==> src/hw/rtl/lkvc_pkg.sv <==
// Shared types and constants for the LRU key/value cache.
`default_nettype none
package lkvc_pkg;

    localparam int KEY_W  = 32;
    localparam int DATA_W = 32;
    localparam int CAP_W  = 5;

    localparam logic [CAP_W-1:0] CAP_RESET = 5'd16;

    localparam logic REQ_GET = 1'b0;
    localparam logic REQ_PUT = 1'b1;

    typedef enum logic [1:0] {
        ST_IDLE,
        ST_SCAN,
        ST_APPLY
    } t_state;

    typedef struct packed {
        logic found;
        logic old_found;
        logic free_found;
    } t_scan_flags;

endpackage
`default_nettype wire

==> src/hw/rtl/lkvc_if.sv <==
// Request and response channel interfaces of the LRU key/value cache.
`default_nettype none
interface lkvc_req_if;
    logic                        valid;
    logic                        ready;
    logic                        req_type;
    logic [lkvc_pkg::KEY_W-1:0]  lookup_key;
    logic [lkvc_pkg::DATA_W-1:0] store_value;

    modport source (output valid, output req_type, output lookup_key, output store_value,
                    input ready);
    modport sink (input valid, input req_type, input lookup_key, input store_value,
                  output ready);
endinterface

interface lkvc_rsp_if;
    logic                        valid;
    logic                        ready;
    logic                        hit;
    logic [lkvc_pkg::DATA_W-1:0] read_value;

    modport source (output valid, output hit, output read_value, input ready);
    modport sink (input valid, input hit, input read_value, output ready);
endinterface
`default_nettype wire

==> src/hw/rtl/lkvc_scan_unit.sv <==
// Per-entry scan step: key match, oldest entry and first free slot accumulators.
`default_nettype none
module lkvc_scan_unit #(
    parameter int IDX_W = 4
) (
    input  logic                        i_clk,
    input  logic                        i_rst_n,
    input  logic                        i_clear,
    input  logic                        i_step,
    input  logic [lkvc_pkg::KEY_W-1:0]  i_key,
    input  logic                        i_ent_valid,
    input  logic [lkvc_pkg::KEY_W-1:0]  i_ent_key,
    input  logic [lkvc_pkg::DATA_W-1:0] i_ent_data,
    input  logic [IDX_W-1:0]            i_ent_rank,
    input  logic [IDX_W-1:0]            i_ent_idx,
    output lkvc_pkg::t_scan_flags       o_flags,
    output logic [IDX_W-1:0]            o_found_idx,
    output logic [lkvc_pkg::DATA_W-1:0] o_found_data,
    output logic [IDX_W-1:0]            o_found_rank,
    output logic [IDX_W-1:0]            o_old_idx,
    output logic [IDX_W-1:0]            o_free_idx
);
    import lkvc_pkg::*;

    t_scan_flags         r_flags;
    logic [IDX_W-1:0]    r_found_idx;
    logic [DATA_W-1:0]   r_found_data;
    logic [IDX_W-1:0]    r_found_rank;
    logic [IDX_W-1:0]    r_old_idx;
    logic [IDX_W-1:0]    r_old_rank;
    logic [IDX_W-1:0]    r_free_idx;

    logic is_match;
    logic is_older;
    logic is_free;

    always_comb begin
        is_match = i_ent_valid && (i_ent_key == i_key) && !r_flags.found;
        is_older = i_ent_valid && (!r_flags.old_found || (i_ent_rank > r_old_rank));
        is_free  = !i_ent_valid && !r_flags.free_found;
    end

    always_ff @(posedge i_clk) begin
        if (!i_rst_n) begin
            r_flags <= '0;
        end else if (i_clear) begin
            r_flags <= '0;
        end else if (i_step) begin
            if (is_match) begin
                r_flags.found <= 1'b1;
            end
            if (is_older) begin
                r_flags.old_found <= 1'b1;
            end
            if (is_free) begin
                r_flags.free_found <= 1'b1;
            end
        end
    end

    always_ff @(posedge i_clk) begin
        if (i_step) begin
            if (is_match) begin
                r_found_idx  <= i_ent_idx;
                r_found_data <= i_ent_data;
                r_found_rank <= i_ent_rank;
            end
            if (is_older) begin
                r_old_idx  <= i_ent_idx;
                r_old_rank <= i_ent_rank;
            end
            if (is_free) begin
                r_free_idx <= i_ent_idx;
            end
        end
    end

    assign o_flags      = r_flags;
    assign o_found_idx  = r_found_idx;
    assign o_found_data = r_found_data;
    assign o_found_rank = r_found_rank;
    assign o_old_idx    = r_old_idx;
    assign o_free_idx   = r_free_idx;

endmodule
`default_nettype wire

==> src/hw/rtl/lru_key_value_cache_unit.sv <==
// Top level of the fully associative LRU key/value cache.
// Usage:
//   i_req carries items {req_type, lookup_key, store_value}; req_type get looks a key up,
//   put inserts or updates it. o_rsp carries {hit, read_value} for each get only;
//   read_value is zero on a miss. A put gives no response item.
//   i_cfg_we/i_cfg_wdata write the capacity (0 acts as 1, above MAX_ENTRIES saturates);
//   write it only while the block is idle.
// Timing:
//   One item at a time. An accepted item scans all MAX_ENTRIES entries through the key
//   and data memory read port, one entry per cycle as set by the single read port of
//   the entry memories, then applies its update to the entries and recency ranks.
// Reset:
//   Synchronous, active low. Empties the cache and sets capacity to 16; no clearing pass.
// Backpressure:
//   The response sits in an output register; the next item is taken while it waits.
//   A get that finishes while that register is still full holds its update until the
//   receiver takes the earlier response.
`default_nettype none
module lru_key_value_cache_unit #(
    parameter int MAX_ENTRIES = 16
) (
    input  logic                       i_clk,
    input  logic                       i_rst_n,
    input  logic                       i_cfg_we,
    input  logic [lkvc_pkg::CAP_W-1:0] i_cfg_wdata,
    lkvc_req_if.sink                   i_req,
    lkvc_rsp_if.source                 o_rsp
);
    import lkvc_pkg::*;

    localparam int IDX_W = $clog2(MAX_ENTRIES);
    localparam int CNT_W = $clog2(MAX_ENTRIES + 1);

    t_state r_state;
    t_state n_state;

    logic [CAP_W-1:0]  r_cap;
    logic              r_type;
    logic [KEY_W-1:0]  r_key;
    logic [DATA_W-1:0] r_val;
    logic [CNT_W-1:0]  r_cnt;
    logic              r_stg_vld;
    logic [IDX_W-1:0]  r_stg_idx;

    logic [KEY_W-1:0]  r_mem_key [MAX_ENTRIES];
    logic [DATA_W-1:0] r_mem_data [MAX_ENTRIES];
    logic [KEY_W-1:0]  r_key_q;
    logic [DATA_W-1:0] r_data_q;

    logic [MAX_ENTRIES-1:0] r_valid;
    logic [MAX_ENTRIES-1:0] n_valid;
    logic [IDX_W-1:0]       r_rank [MAX_ENTRIES];
    logic [IDX_W-1:0]       n_rank [MAX_ENTRIES];
    logic [CNT_W-1:0]       r_occ;
    logic [CNT_W-1:0]       n_occ;

    logic              r_out_vld;
    logic              r_out_hit;
    logic [DATA_W-1:0] r_out_data;

    t_scan_flags       scan_flags;
    logic [IDX_W-1:0]  found_idx;
    logic [DATA_W-1:0] found_data;
    logic [IDX_W-1:0]  found_rank;
    logic [IDX_W-1:0]  old_idx;
    logic [IDX_W-1:0]  free_idx;

    logic             req_ready;
    logic             req_fire;
    logic             scan_issue;
    logic             scan_last;
    logic [IDX_W-1:0] rd_addr;
    logic             do_apply;
    logic [CNT_W-1:0] eff_cap;
    logic             evict;
    logic             slot_ok;
    logic [IDX_W-1:0] slot;
    logic             keep;

    // Next state
    always_comb begin
        n_state = r_state;
        case (r_state)
            ST_IDLE: begin
                if (req_fire) begin
                    n_state = ST_SCAN;
                end
            end
            ST_SCAN: begin
                if (scan_last) begin
                    n_state = ST_APPLY;
                end
            end
            ST_APPLY: begin
                if (do_apply) begin
                    n_state = ST_IDLE;
                end
            end
            default: n_state = ST_IDLE;
        endcase
    end

    // State outputs
    always_comb begin
        req_ready  = 1'b0;
        scan_issue = 1'b0;
        do_apply   = 1'b0;
        case (r_state)
            ST_IDLE: begin
                req_ready = 1'b1;
            end
            ST_SCAN: begin
                scan_issue = !scan_last;
            end
            ST_APPLY: begin
                do_apply = (r_type == REQ_PUT) || !r_out_vld || o_rsp.ready;
            end
            default: begin
                req_ready = 1'b0;
            end
        endcase
    end

    assign i_req.ready = req_ready;
    assign req_fire    = i_req.valid && req_ready;
    assign scan_last   = (r_cnt == CNT_W'(MAX_ENTRIES));
    assign rd_addr     = r_cnt[IDX_W-1:0];

    always_ff @(posedge i_clk) begin
        if (!i_rst_n) begin
            r_state   <= ST_IDLE;
            r_cap     <= CAP_RESET;
            r_cnt     <= '0;
            r_stg_vld <= 1'b0;
            r_out_vld <= 1'b0;
        end else begin
            r_state   <= n_state;
            r_stg_vld <= scan_issue;
            if (i_cfg_we) begin
                r_cap <= i_cfg_wdata;
            end
            if (req_fire) begin
                r_cnt <= '0;
            end else if (scan_issue) begin
                r_cnt <= r_cnt + 1'b1;
            end
            if (do_apply && (r_type == REQ_GET)) begin
                r_out_vld <= 1'b1;
            end else if (o_rsp.ready) begin
                r_out_vld <= 1'b0;
            end
        end
    end

    always_ff @(posedge i_clk) begin
        if (req_fire) begin
            r_type <= i_req.req_type;
            r_key  <= i_req.lookup_key;
            r_val  <= i_req.store_value;
        end
        if (scan_issue) begin
            r_stg_idx <= rd_addr;
        end
        if (do_apply && (r_type == REQ_GET)) begin
            r_out_hit  <= scan_flags.found;
            r_out_data <= scan_flags.found ? found_data : '0;
        end
    end

    // Entry memories: one read and one write port each
    always_ff @(posedge i_clk) begin
        r_key_q  <= r_mem_key[rd_addr];
        r_data_q <= r_mem_data[rd_addr];
    end

    always_ff @(posedge i_clk) begin
        if (do_apply && (r_type == REQ_PUT)) begin
            if (scan_flags.found) begin
                r_mem_data[found_idx] <= r_val;
            end else if (slot_ok) begin
                r_mem_key[slot]  <= r_key;
                r_mem_data[slot] <= r_val;
            end
        end
    end

    lkvc_scan_unit #(
        .IDX_W (IDX_W)
    ) u_scan (
        .i_clk        (i_clk),
        .i_rst_n      (i_rst_n),
        .i_clear      (req_fire),
        .i_step       (r_stg_vld),
        .i_key        (r_key),
        .i_ent_valid  (r_valid[r_stg_idx]),
        .i_ent_key    (r_key_q),
        .i_ent_data   (r_data_q),
        .i_ent_rank   (r_rank[r_stg_idx]),
        .i_ent_idx    (r_stg_idx),
        .o_flags      (scan_flags),
        .o_found_idx  (found_idx),
        .o_found_data (found_data),
        .o_found_rank (found_rank),
        .o_old_idx    (old_idx),
        .o_free_idx   (free_idx)
    );

    // Effective capacity and insert slot
    always_comb begin
        if (r_cap == '0) begin
            eff_cap = CNT_W'(1);
        end else if (int'(r_cap) > MAX_ENTRIES) begin
            eff_cap = CNT_W'(MAX_ENTRIES);
        end else begin
            eff_cap = CNT_W'(r_cap);
        end
        evict = (r_occ >= eff_cap) && scan_flags.old_found;
        if (evict && (!scan_flags.free_found || (old_idx < free_idx))) begin
            slot    = old_idx;
            slot_ok = 1'b1;
        end else begin
            slot    = free_idx;
            slot_ok = scan_flags.free_found;
        end
    end

    // Recency update
    always_comb begin
        n_valid = r_valid;
        n_rank  = r_rank;
        n_occ   = r_occ;
        keep    = 1'b0;
        if (do_apply && scan_flags.found) begin
            for (int i = 0; i < MAX_ENTRIES; i++) begin
                if (r_valid[i] && (r_rank[i] < found_rank)) begin
                    n_rank[i] = r_rank[i] + 1'b1;
                end
            end
            n_rank[found_idx] = '0;
        end else if (do_apply && (r_type == REQ_PUT)) begin
            for (int i = 0; i < MAX_ENTRIES; i++) begin
                keep       = r_valid[i] && !(evict && (IDX_W'(i) == old_idx));
                n_valid[i] = keep;
                n_rank[i]  = keep ? r_rank[i] + 1'b1 : '0;
            end
            if (slot_ok) begin
                n_valid[slot] = 1'b1;
                n_rank[slot]  = '0;
            end
            n_occ = r_occ - CNT_W'(evict) + CNT_W'(slot_ok);
        end
    end

    always_ff @(posedge i_clk) begin
        if (!i_rst_n) begin
            r_valid <= '0;
            r_occ   <= '0;
            for (int i = 0; i < MAX_ENTRIES; i++) begin
                r_rank[i] <= '0;
            end
        end else begin
            r_valid <= n_valid;
            r_occ   <= n_occ;
            r_rank  <= n_rank;
        end
    end

    assign o_rsp.valid      = r_out_vld;
    assign o_rsp.hit        = r_out_hit;
    assign o_rsp.read_value = r_out_data;

`ifndef NO_ASSERTIONS
    a_occ_matches_valid: assert property (@(posedge i_clk) disable iff (!i_rst_n)
        $countones(r_valid) == int'(r_occ))
        else $error("occupancy differs from valid entry count");

    a_occ_bound: assert property (@(posedge i_clk) disable iff (!i_rst_n)
        int'(r_occ) <= MAX_ENTRIES)
        else $error("occupancy above entry count");

    a_rsp_from_get: assert property (@(posedge i_clk) disable iff (!i_rst_n)
        $rose(r_out_vld) |-> $past(do_apply && (r_type == REQ_GET)))
        else $error("response without a finished get");

    a_scan_to_apply: assert property (@(posedge i_clk) disable iff (!i_rst_n)
        (r_state == ST_SCAN && scan_last) |=> (r_state == ST_APPLY))
        else $error("scan end did not enter update");
`endif

endmodule
`default_nettype wire
==> src/flat_wrapper.sv <==
// flat-port wrapper written by rule: the top's interface ports become plain ports
module lru_key_value_cache_unit_flat import lkvc_pkg::*;
#(
    parameter int MAX_ENTRIES = 16
)
  (i_clk, i_rst_n, i_cfg_we, i_cfg_wdata, i_req_valid, i_req_req_type, i_req_lookup_key, i_req_store_value, i_req_ready, o_rsp_valid, o_rsp_hit, o_rsp_read_value, o_rsp_ready);
  lkvc_req_if i_req_i ();
  lkvc_rsp_if o_rsp_i ();
  input  logic i_clk;
  input  logic i_rst_n;
  input  logic i_cfg_we;
  input  logic [lkvc_pkg::CAP_W-1:0] i_cfg_wdata;
  input wire logic [$bits(i_req_i.valid)-1:0] i_req_valid;
  input wire logic [$bits(i_req_i.req_type)-1:0] i_req_req_type;
  input wire logic [$bits(i_req_i.lookup_key)-1:0] i_req_lookup_key;
  input wire logic [$bits(i_req_i.store_value)-1:0] i_req_store_value;
  output wire logic [$bits(i_req_i.ready)-1:0] i_req_ready;
  output wire logic [$bits(o_rsp_i.valid)-1:0] o_rsp_valid;
  output wire logic [$bits(o_rsp_i.hit)-1:0] o_rsp_hit;
  output wire logic [$bits(o_rsp_i.read_value)-1:0] o_rsp_read_value;
  input wire logic [$bits(o_rsp_i.ready)-1:0] o_rsp_ready;
  assign i_req_i.valid = i_req_valid;
  assign i_req_i.req_type = i_req_req_type;
  assign i_req_i.lookup_key = i_req_lookup_key;
  assign i_req_i.store_value = i_req_store_value;
  assign i_req_ready = i_req_i.ready;
  assign o_rsp_valid = o_rsp_i.valid;
  assign o_rsp_hit = o_rsp_i.hit;
  assign o_rsp_read_value = o_rsp_i.read_value;
  assign o_rsp_i.ready = o_rsp_ready;
  lru_key_value_cache_unit #(.MAX_ENTRIES(MAX_ENTRIES)) u_core (.i_clk(i_clk), .i_rst_n(i_rst_n), .i_cfg_we(i_cfg_we), .i_cfg_wdata(i_cfg_wdata), .i_req(i_req_i), .o_rsp(o_rsp_i));
endmodule
==> config.mk <==
export PLATFORM = sky130hd
export DESIGN_NAME = lru_key_value_cache_unit_flat
export DESIGN_NICKNAME = d
export VERILOG_FILES = /design/src/hw/rtl/lkvc_pkg.sv /design/src/hw/rtl/lkvc_if.sv /design/src/hw/rtl/lkvc_scan_unit.sv /design/src/hw/rtl/lru_key_value_cache_unit.sv /design/src/flat_wrapper.sv
export SDC_FILE = /design/constraint.sdc
export NUM_CORES = 2
export LEC_CHECK = 0
export BUFFER_PORTS_ARGS = -buffer_cell sky130_fd_sc_hd__buf_4
export CORE_UTILIZATION = 59
export CTS_BUF_LIST = sky130_fd_sc_hd__clkbuf_4 sky130_fd_sc_hd__clkbuf_8
export CTS_CLUSTER_SIZE = 30
export DETAILED_ROUTE_END_ITERATION = 6
export GPL_ROUTABILITY_DRIVEN = 0
export PLACE_DENSITY = 0.76
export SYNTH_ARGS = -nofsm -noshare
export SYNTH_HDL_FRONTEND = slang
export SYNTH_SLANG_ARGS = --single-unit
==> constraint.sdc <==
create_clock -name i_clk -period 4.9 [get_ports i_clk]
set_clock_uncertainty 0.15 [all_clocks]
set_input_delay 0.98 -clock i_clk [delete_from_list [all_inputs] [get_ports i_clk]]
set_output_delay 0.98 -clock i_clk [all_outputs]
set_load 0.01 [all_outputs]
* Yosys cells after proc, flatten, opt, wreduce, memory -nomap -nowiden
Memory sizes are Yosys's and may differ from the RTL's. A register that Yosys moved wholly into a read port is not among the register bits. Cells that the tools add are included.
Word-level totals: RAM bits 1024, bits in registers 256, memories kept 2, word-level logic and storage cells 305, output and inout bits 35, bits of input ports 75
Memories:
- u_core.r_mem_data | depth 16, bits a word 32, rd ports 1, clocked after memory_dff 1, write ports 1, line lru_key_value_cache_unit.sv:46 | logic [DATA_W-1:0] r_mem_data [MAX_ENTRIES];
- u_core.r_mem_key | depth 16, bits a word 32, rd ports 1, clocked after memory_dff 1, write ports 1, line lru_key_value_cache_unit.sv:45 | logic [KEY_W-1:0] r_mem_key [MAX_ENTRIES];
Operators by class: muxes and demuxes 86, reduce and logical (&&, ||, !) cells 99, $lt $le $gt $ge 28, bitwise gates (word level) 11, eq/ne operators 22, add/subtract/negate cells 19
Operators with widths (number):
- 4-bit 2-to-1 mux | 54
- 64-bit 2-to-1 mux | 3
- 64-bit AND | 2
- 64-bit NOT | 2
- 4-bit less-than comparator | 17
- 4-bit by 1-bit adder with 4-bit output (second input constant) | 16
- 1-bit logical AND | 61
- 4-bit demux with 4-bit select | 2
- 32-bit == test | 1
- 4-bit == test (first input constant) | 8
- 32-bit 2-to-1 mux | 1
- 32-bit OR reduction | 1
- 1-bit logical NOT | 22
- 4-bit binary-select mux with 4-bit select | 1
- 3-bit by 4-bit == test with 1-bit output (first input constant) | 4
- 1-bit 2-to-1 mux | 16
- 16-bit 2-to-1 mux | 1
- 16-bit bitwise OR | 1
- 5-bit greater-or-equal comparator (second input constant) | 3
- 4-bit NOT with 5-bit output | 3
- 4-bit by 5-bit less-than comparator with 1-bit output (second input constant) | 2
- 5-bit by 1-bit less-than comparator with 1-bit output (second input constant) | 2
- 5-bit 2-to-1 mux | 2
- 2-bit by 4-bit == test with 1-bit output (first input constant) | 2
- 25 further kinds | 38

* Logic depth before layout (Yosys ltp)
depth in word-level cells 17, depth in mapped cells 17, mapped depth without buffers 17

* Cells and area by module
A second synthesis with hierarchy kept.
Unflattened totals: cell total of the unflattened synthesis 2699, area, all modules 52651.7 um2
Modules (own cells, without submodules):
- lru_key_value_cache_unit | instances 1, cells each 2577, area each 50522.2 um2, seq. area each 37075.6 um2
- lkvc_scan_unit | instances 1, cells each 122, area each 2129.5 um2, seq. area each 1621.6 um2

* Worst setup path before layout
OpenSTA, ideal clock, no wires.
path kind register to register, start point register u_core.u_scan.r_free_idx[2], in the netlist u_core.u_scan.o_free_idx[2], end point memory u_core.r_mem_data[10][0], enable pin, library setup time 468 ps, cell stages (with the launch flop) 11, setup slack -419 ps, arrival 4701 ps, clock period less this slack 5319 ps, path buffers 1, required time 4282 ps, cells stage by stage edfxtp_1 > clkbuf_1 > inv_1 > ha_1 > a211o_1 > a31oi_4 > o211ai_4 > mux2i_1 > a22oi_1 > or3_1 > nor3b_1
Between the ends: cells in the longest elaborated chain, start to end 10, elaborated cells between the ends (all ways) 12, classes of those cells order compare: 1; mux: 8; reduce/logical: 3
Ends and longest elaborated chain:
- start, declared | line lkvc_scan_unit.sv:31 | logic [IDX_W-1:0] r_free_idx;
- start signal, assigned | line lkvc_scan_unit.sv:73 | r_free_idx <= i_ent_idx;
- 4-bit less-than comparator | line lru_key_value_cache_unit.sv:218 | if (evict && (!scan_flags.free_found || (old_idx < free_idx))) begin
- 1-bit logical OR | line lru_key_value_cache_unit.sv:218
- 1-bit logical AND | line lru_key_value_cache_unit.sv:218
- 1-bit 2-to-1 mux | line lru_key_value_cache_unit.sv:218
- 1-bit 2-to-1 mux | line lru_key_value_cache_unit.sv:180 | end else if (slot_ok) begin
- 1-bit 2-to-1 mux | line lru_key_value_cache_unit.sv:178 | if (scan_flags.found) begin
- 1-bit 2-to-1 mux | line lru_key_value_cache_unit.sv:177 | if (do_apply && (r_type == REQ_PUT)) begin
- 1-bit 2-to-1 mux (not written as such) | line lru_key_value_cache_unit.sv:182 | r_mem_data[slot] <= r_val;
- 32-bit OR reduction (no source line)
- 4-bit 2-to-1 mux (no source line) or 1-bit 2-to-1 mux (tied branches)
- end, declared | line lru_key_value_cache_unit.sv:46
Parallel ways exist; a longest one is shown, timed or not.

* Worst setup path after layout
start point register u_core.u_scan.r_free_idx[2], in the netlist u_core.u_scan.o_free_idx[2], end point memory u_core.r_mem_key[7][4], enable pin
Between the ends: cells in the longest elaborated chain, start to end 8, elaborated cells between the ends (all ways) 9, classes of those cells order compare: 1; mux: 6; reduce/logical: 2
Ends and longest elaborated chain:
- 4-bit less-than comparator | line lru_key_value_cache_unit.sv:218
- 1-bit logical OR | line lru_key_value_cache_unit.sv:218
- 1-bit logical AND | line lru_key_value_cache_unit.sv:218
- 1-bit 2-to-1 mux | line lru_key_value_cache_unit.sv:218
- 1-bit 2-to-1 mux | line lru_key_value_cache_unit.sv:180
- 1-bit 2-to-1 mux | line lru_key_value_cache_unit.sv:178
- 1-bit 2-to-1 mux | line lru_key_value_cache_unit.sv:177
- 1-bit 2-to-1 mux (not written as such) | line lru_key_value_cache_unit.sv:181 | r_mem_key[slot] <= r_key;
- end, declared | line lru_key_value_cache_unit.sv:45
Parallel ways exist; a longest one is shown, timed or not.

==> impl_metrics.csv <==
group,metric,value,unit
die,std_cell_rows,109,
logic_synthesis,synth_area_leaders,"edfxtp_1 (67%), mux4_2 (15%), dfxtp_1 (6.3%)",
logic_synthesis,synth.distinct_cells,79,
drt,routedWlPerCell,27.59,um
setup_path,max_stage_delay,0.67,ns
min_path,holdPathStages,1,
drt,drtAntennaViolNets,0,
clock_network,h-tree-depth,4,
sta,finalCriticalPeriod,4.157,ns
drt,drt_iter0_markers,3054,
global_route,antenna_found_initial,5,
logic_synthesis,synth_top_area_frac,0.6661,
logic_synthesis,synth.most_common_cell,"edfxtp_1",
die,die_h,302.0,um
setup_path,arrival,4.51,ns
setup_path,slowest_stage,"nor2_4",
clock_network,cts.path.max_buffers,3,
logic_synthesis,synth-seq-cells,1344,
logic_synthesis,async_flop_share,0,
pwr,power.density,384.9,nW/um2
placed_design,place_inst,3945,
clock_network,clock_latency,0.89,ns
logic_synthesis,syn_inst,2730,
sta,rsz0062_at_grt,"no",
sta,final.period_utilization,0.8484,
final_layout,fillers,5394,
die,boundaryPins,110,
setup_path,cp_top_family,"simple AND/OR/NAND/NOR gates",
drt,drc_errors,9,
die,core-area,88780,um2
setup_path,critical_path_required,5.26,ns
logic_synthesis,ys_top_cells_by_count,"edfxtp_1 (1,178), mux4_2 (345), dfxtp_1 (166), nand2_1 (90), nor2_1 (88)",
sta,worstMarginPinSlew,1.099,ns
clock_network,cts_setup_buffers,0,
global_route,first_global_vias,28520,
drt,via_count,27790,
pwr,irDropWorstVdd,0.3011,mV
setup_path,timing.rr.start,"u_core.u_scan.o_free_idx[2]",
clock_network,path_clk_slew,0.06,ns
sta,finalHoldViolCount,0,
clock_network,cts_buffers,200,
setup_path,path_cells,"inv_1, ha_1, a211o_1, a31oi_4, o211a_1, nand3_1, and2_1, nor2_4, buf_4",
global_route,grt_max_degree,105,
final_layout,syn2layout_area_growth,13.01,%
placed_design,numPortBuffers,109,
sta,slew_headroom,0.2670,
logic_synthesis,avgSynthCellArea,19.45,um2
clock_network,ctsHoldBuffers,0,
min_path,hp-start,"i_req_lookup_key[17]",
setup_path,critical_path_peak_fanout,18,
outcome,violations,"design-rule violations",
setup_path,r2r_cells,9,
drt,routed_wl,119300,um
setup_path,critPathKind,"register to register",
setup_path,crit_path_start_kind,"register",
logic_synthesis,netlist_area,53100,um2
placed_design,place_hpwl,70600,um
clock_network,cts_tree,"done",
clock_network,post_cts_resize_count,0,
clock_network,cts_sinks,1344,
drt,first_pass_iters,7,
logic_synthesis,ys.flop_type,"edfxtp_1",
clock_network,cts_root_buf,"clkbuf_8",
final_layout,stdcell_count,4325,
global_route,grt_use_total,0.2680,
logic_synthesis,synth_edf_count,1178,
outcome,outcome,"finished, violations left",
sta,finalSetupViolCount,0,
setup_path,r2r-end,"u_core.r_mem_key[7][4]",
drt,vias_per_cell,6.425,
setup_path,critPathBufInv,2,
sta,fmax,240.5,MHz
min_path,hold_path_class,"input pin to register",
min_path,min_to,"u_core.r_key[17]",
logic_synthesis,ys_seq_area_frac,0.7287,
pwr,leakagePower,19.61,nW
die,dieArea,91210,um2
final_layout,nets,3141,
setup_path,rrSetupSlack,0.74,ns
global_route,grt_pass1_wl,178800,um
logic_synthesis,syn-num-nets,2889,
logic_synthesis,yosysWarnings,0,
logic_synthesis,synth_top_area_cell,"edfxtp_1",
final_layout,drive_gt1_frac,0.2951,
die,initial_utilization,0.5981,
sta,finalMaxSlewViolations,0,
global_route,overflow,0,
pwr,power,23.10,mW
job,cap_violations,0,
setup_path,end_kind,"register",
die,dieWidth,302.0,um
-- registers in the layout, summed over array words and instances, names as in the netlist, 2 cells and up --
name,flops
u_core.r_mem_data,512
u_core.r_mem_key,512
u_core.r_rank,64
u_core.o_rsp.read_value,32
u_core.r_data_q,32
u_core.r_key,32
u_core.r_key_q,32
u_core.r_val,32
u_core.u_scan.o_found_data,32
u_core.r_valid,16
u_core.r_cap,5
u_core.r_cnt,5
u_core.r_occ,5
u_core.r_stg_idx,4
u_core.u_scan.o_found_idx,4
u_core.u_scan.o_found_rank,4
u_core.u_scan.o_free_idx,4
u_core.u_scan.o_old_idx,4
u_core.u_scan.r_old_rank,4
u_core.u_scan.o_flags,3
u_core.r_state,2
-- worst max-delay path by stage --
| stage | startpoint | to | slack, ns | cells past startpoint |
|---|---|---|---|---|
| 5_1_grt | u_core.u_scan.o_free_idx[2] | u_core.r_mem_key[7][4] | 0.64 | 9 |
| 3_3_place_gp | u_core.r_cap[1] | u_core.r_mem_data[10][19] | 0.94 | 12 |
| 2_1_floorplan | u_core.u_scan.o_free_idx[2] | u_core.r_mem_data[10][0] | -0.42 | 10 |
| 6_report | u_core.u_scan.o_free_idx[2] | u_core.r_mem_key[7][4] | 0.74 | 9 |
| 3_5_place_dp | u_core.u_scan.o_free_idx[2] | u_core.r_mem_key[7][0] | 0.89 | 9 |
| 4_1_cts | u_core.u_scan.o_free_idx[2] | u_core.r_mem_key[7][4] | 0.85 | 9 |
-- routing by layer --
layer | global-route usage | vias up | routed length (um)
met4 | 0.08213 | 0 | 2835
met3 | 0.05480 | 236 | 10230
met5 | 0 | - | 0
li1 | - | 11700 | -
met2 | 0.4220 | 1434 | 57740
met1 | 0.3835 | 14420 | 48500
-- area by class of cell --
cell class                      instances  area, um2  share of cell area
Clock buffer                          295       3635             0.06056
Sequential cell                      1344      38710              0.6450
Antenna cell                            2      5.005          0.00008339
Clock inverter                         83      698.2             0.01163
Multi-Input combinational cell       1220      13920              0.2320
Timing Repair Buffer                  169       1406             0.02343
Inverter                               47      176.4            0.002940
Tap cell                             1165       1458             0.02429
-- placed cells by master, fill, tap and decap left out, drive strengths merged, types with 25 or more instances in the layout --
cell type,count
nand2,90
nor3,25
and2,39
ha,83
clkbuf,295
buf,169
nand2b,55
a21oi,85
nor2,90
a21o,26
mux4,345
clkinv,62
dfxtp,166
o21ai,61
inv,58
edfxtp,1178
nand3,30
-- cell families (layout without fill, tap and decap cells) --
| logic type | Yosys count | count (layout) | share of synthesized area |
|---|---|---|---|
| AO/OA/AOI/OAI | 305 | 305 | 0.04003 |
| XOR/XNOR | 41 | 41 | 0.006762 |
| adder cells (fa/ha/maj) | 84 | 84 | 0.01993 |
| buffers and inverters | 166 | 594 | 0.01282 |
| flip-flops | 1344 | 1344 | 0.7287 |
| multiplexers | 362 | 362 | 0.1497 |
| other | 0 | 2 | 0 |
| AND/OR/NAND/NOR | 428 | 428 | 0.04206 |
-- through the flow --
step,cell area [um2],worst slack (ns),setup TNS (ns),util,hold slack (ns)
global placement,55680,0.9393,0,0.6271,0.2372
detailed placement,55680,0.8871,0,0.6271,0.2387
CTS,60010,0.8513,0,0.6759,0.04147
finish,60020,0.7428,0,0.6760,0.1315
floorplan,53120,-0.4192,-52.58,-,0.2355
global route,60010,0.6372,0,0.6759,0.07892
-- power by group --
group | internal, mW | switching (mW)
clock | 5.24 | 4.33
sequential | 12.6 | 0.228
combinational | 0.370 | 0.346
total | 18.2 | 4.90
-- worst register-to-register path: cells and delay by family, from the launching register on --
family          cells  cell delay [ns]
fa+ha+maj           1             0.37
flops               1             0.49
compound gates      3             0.97
buf+inv             2             0.51
simple gates        3             1.31
Power figures use the tool's default switching activity.
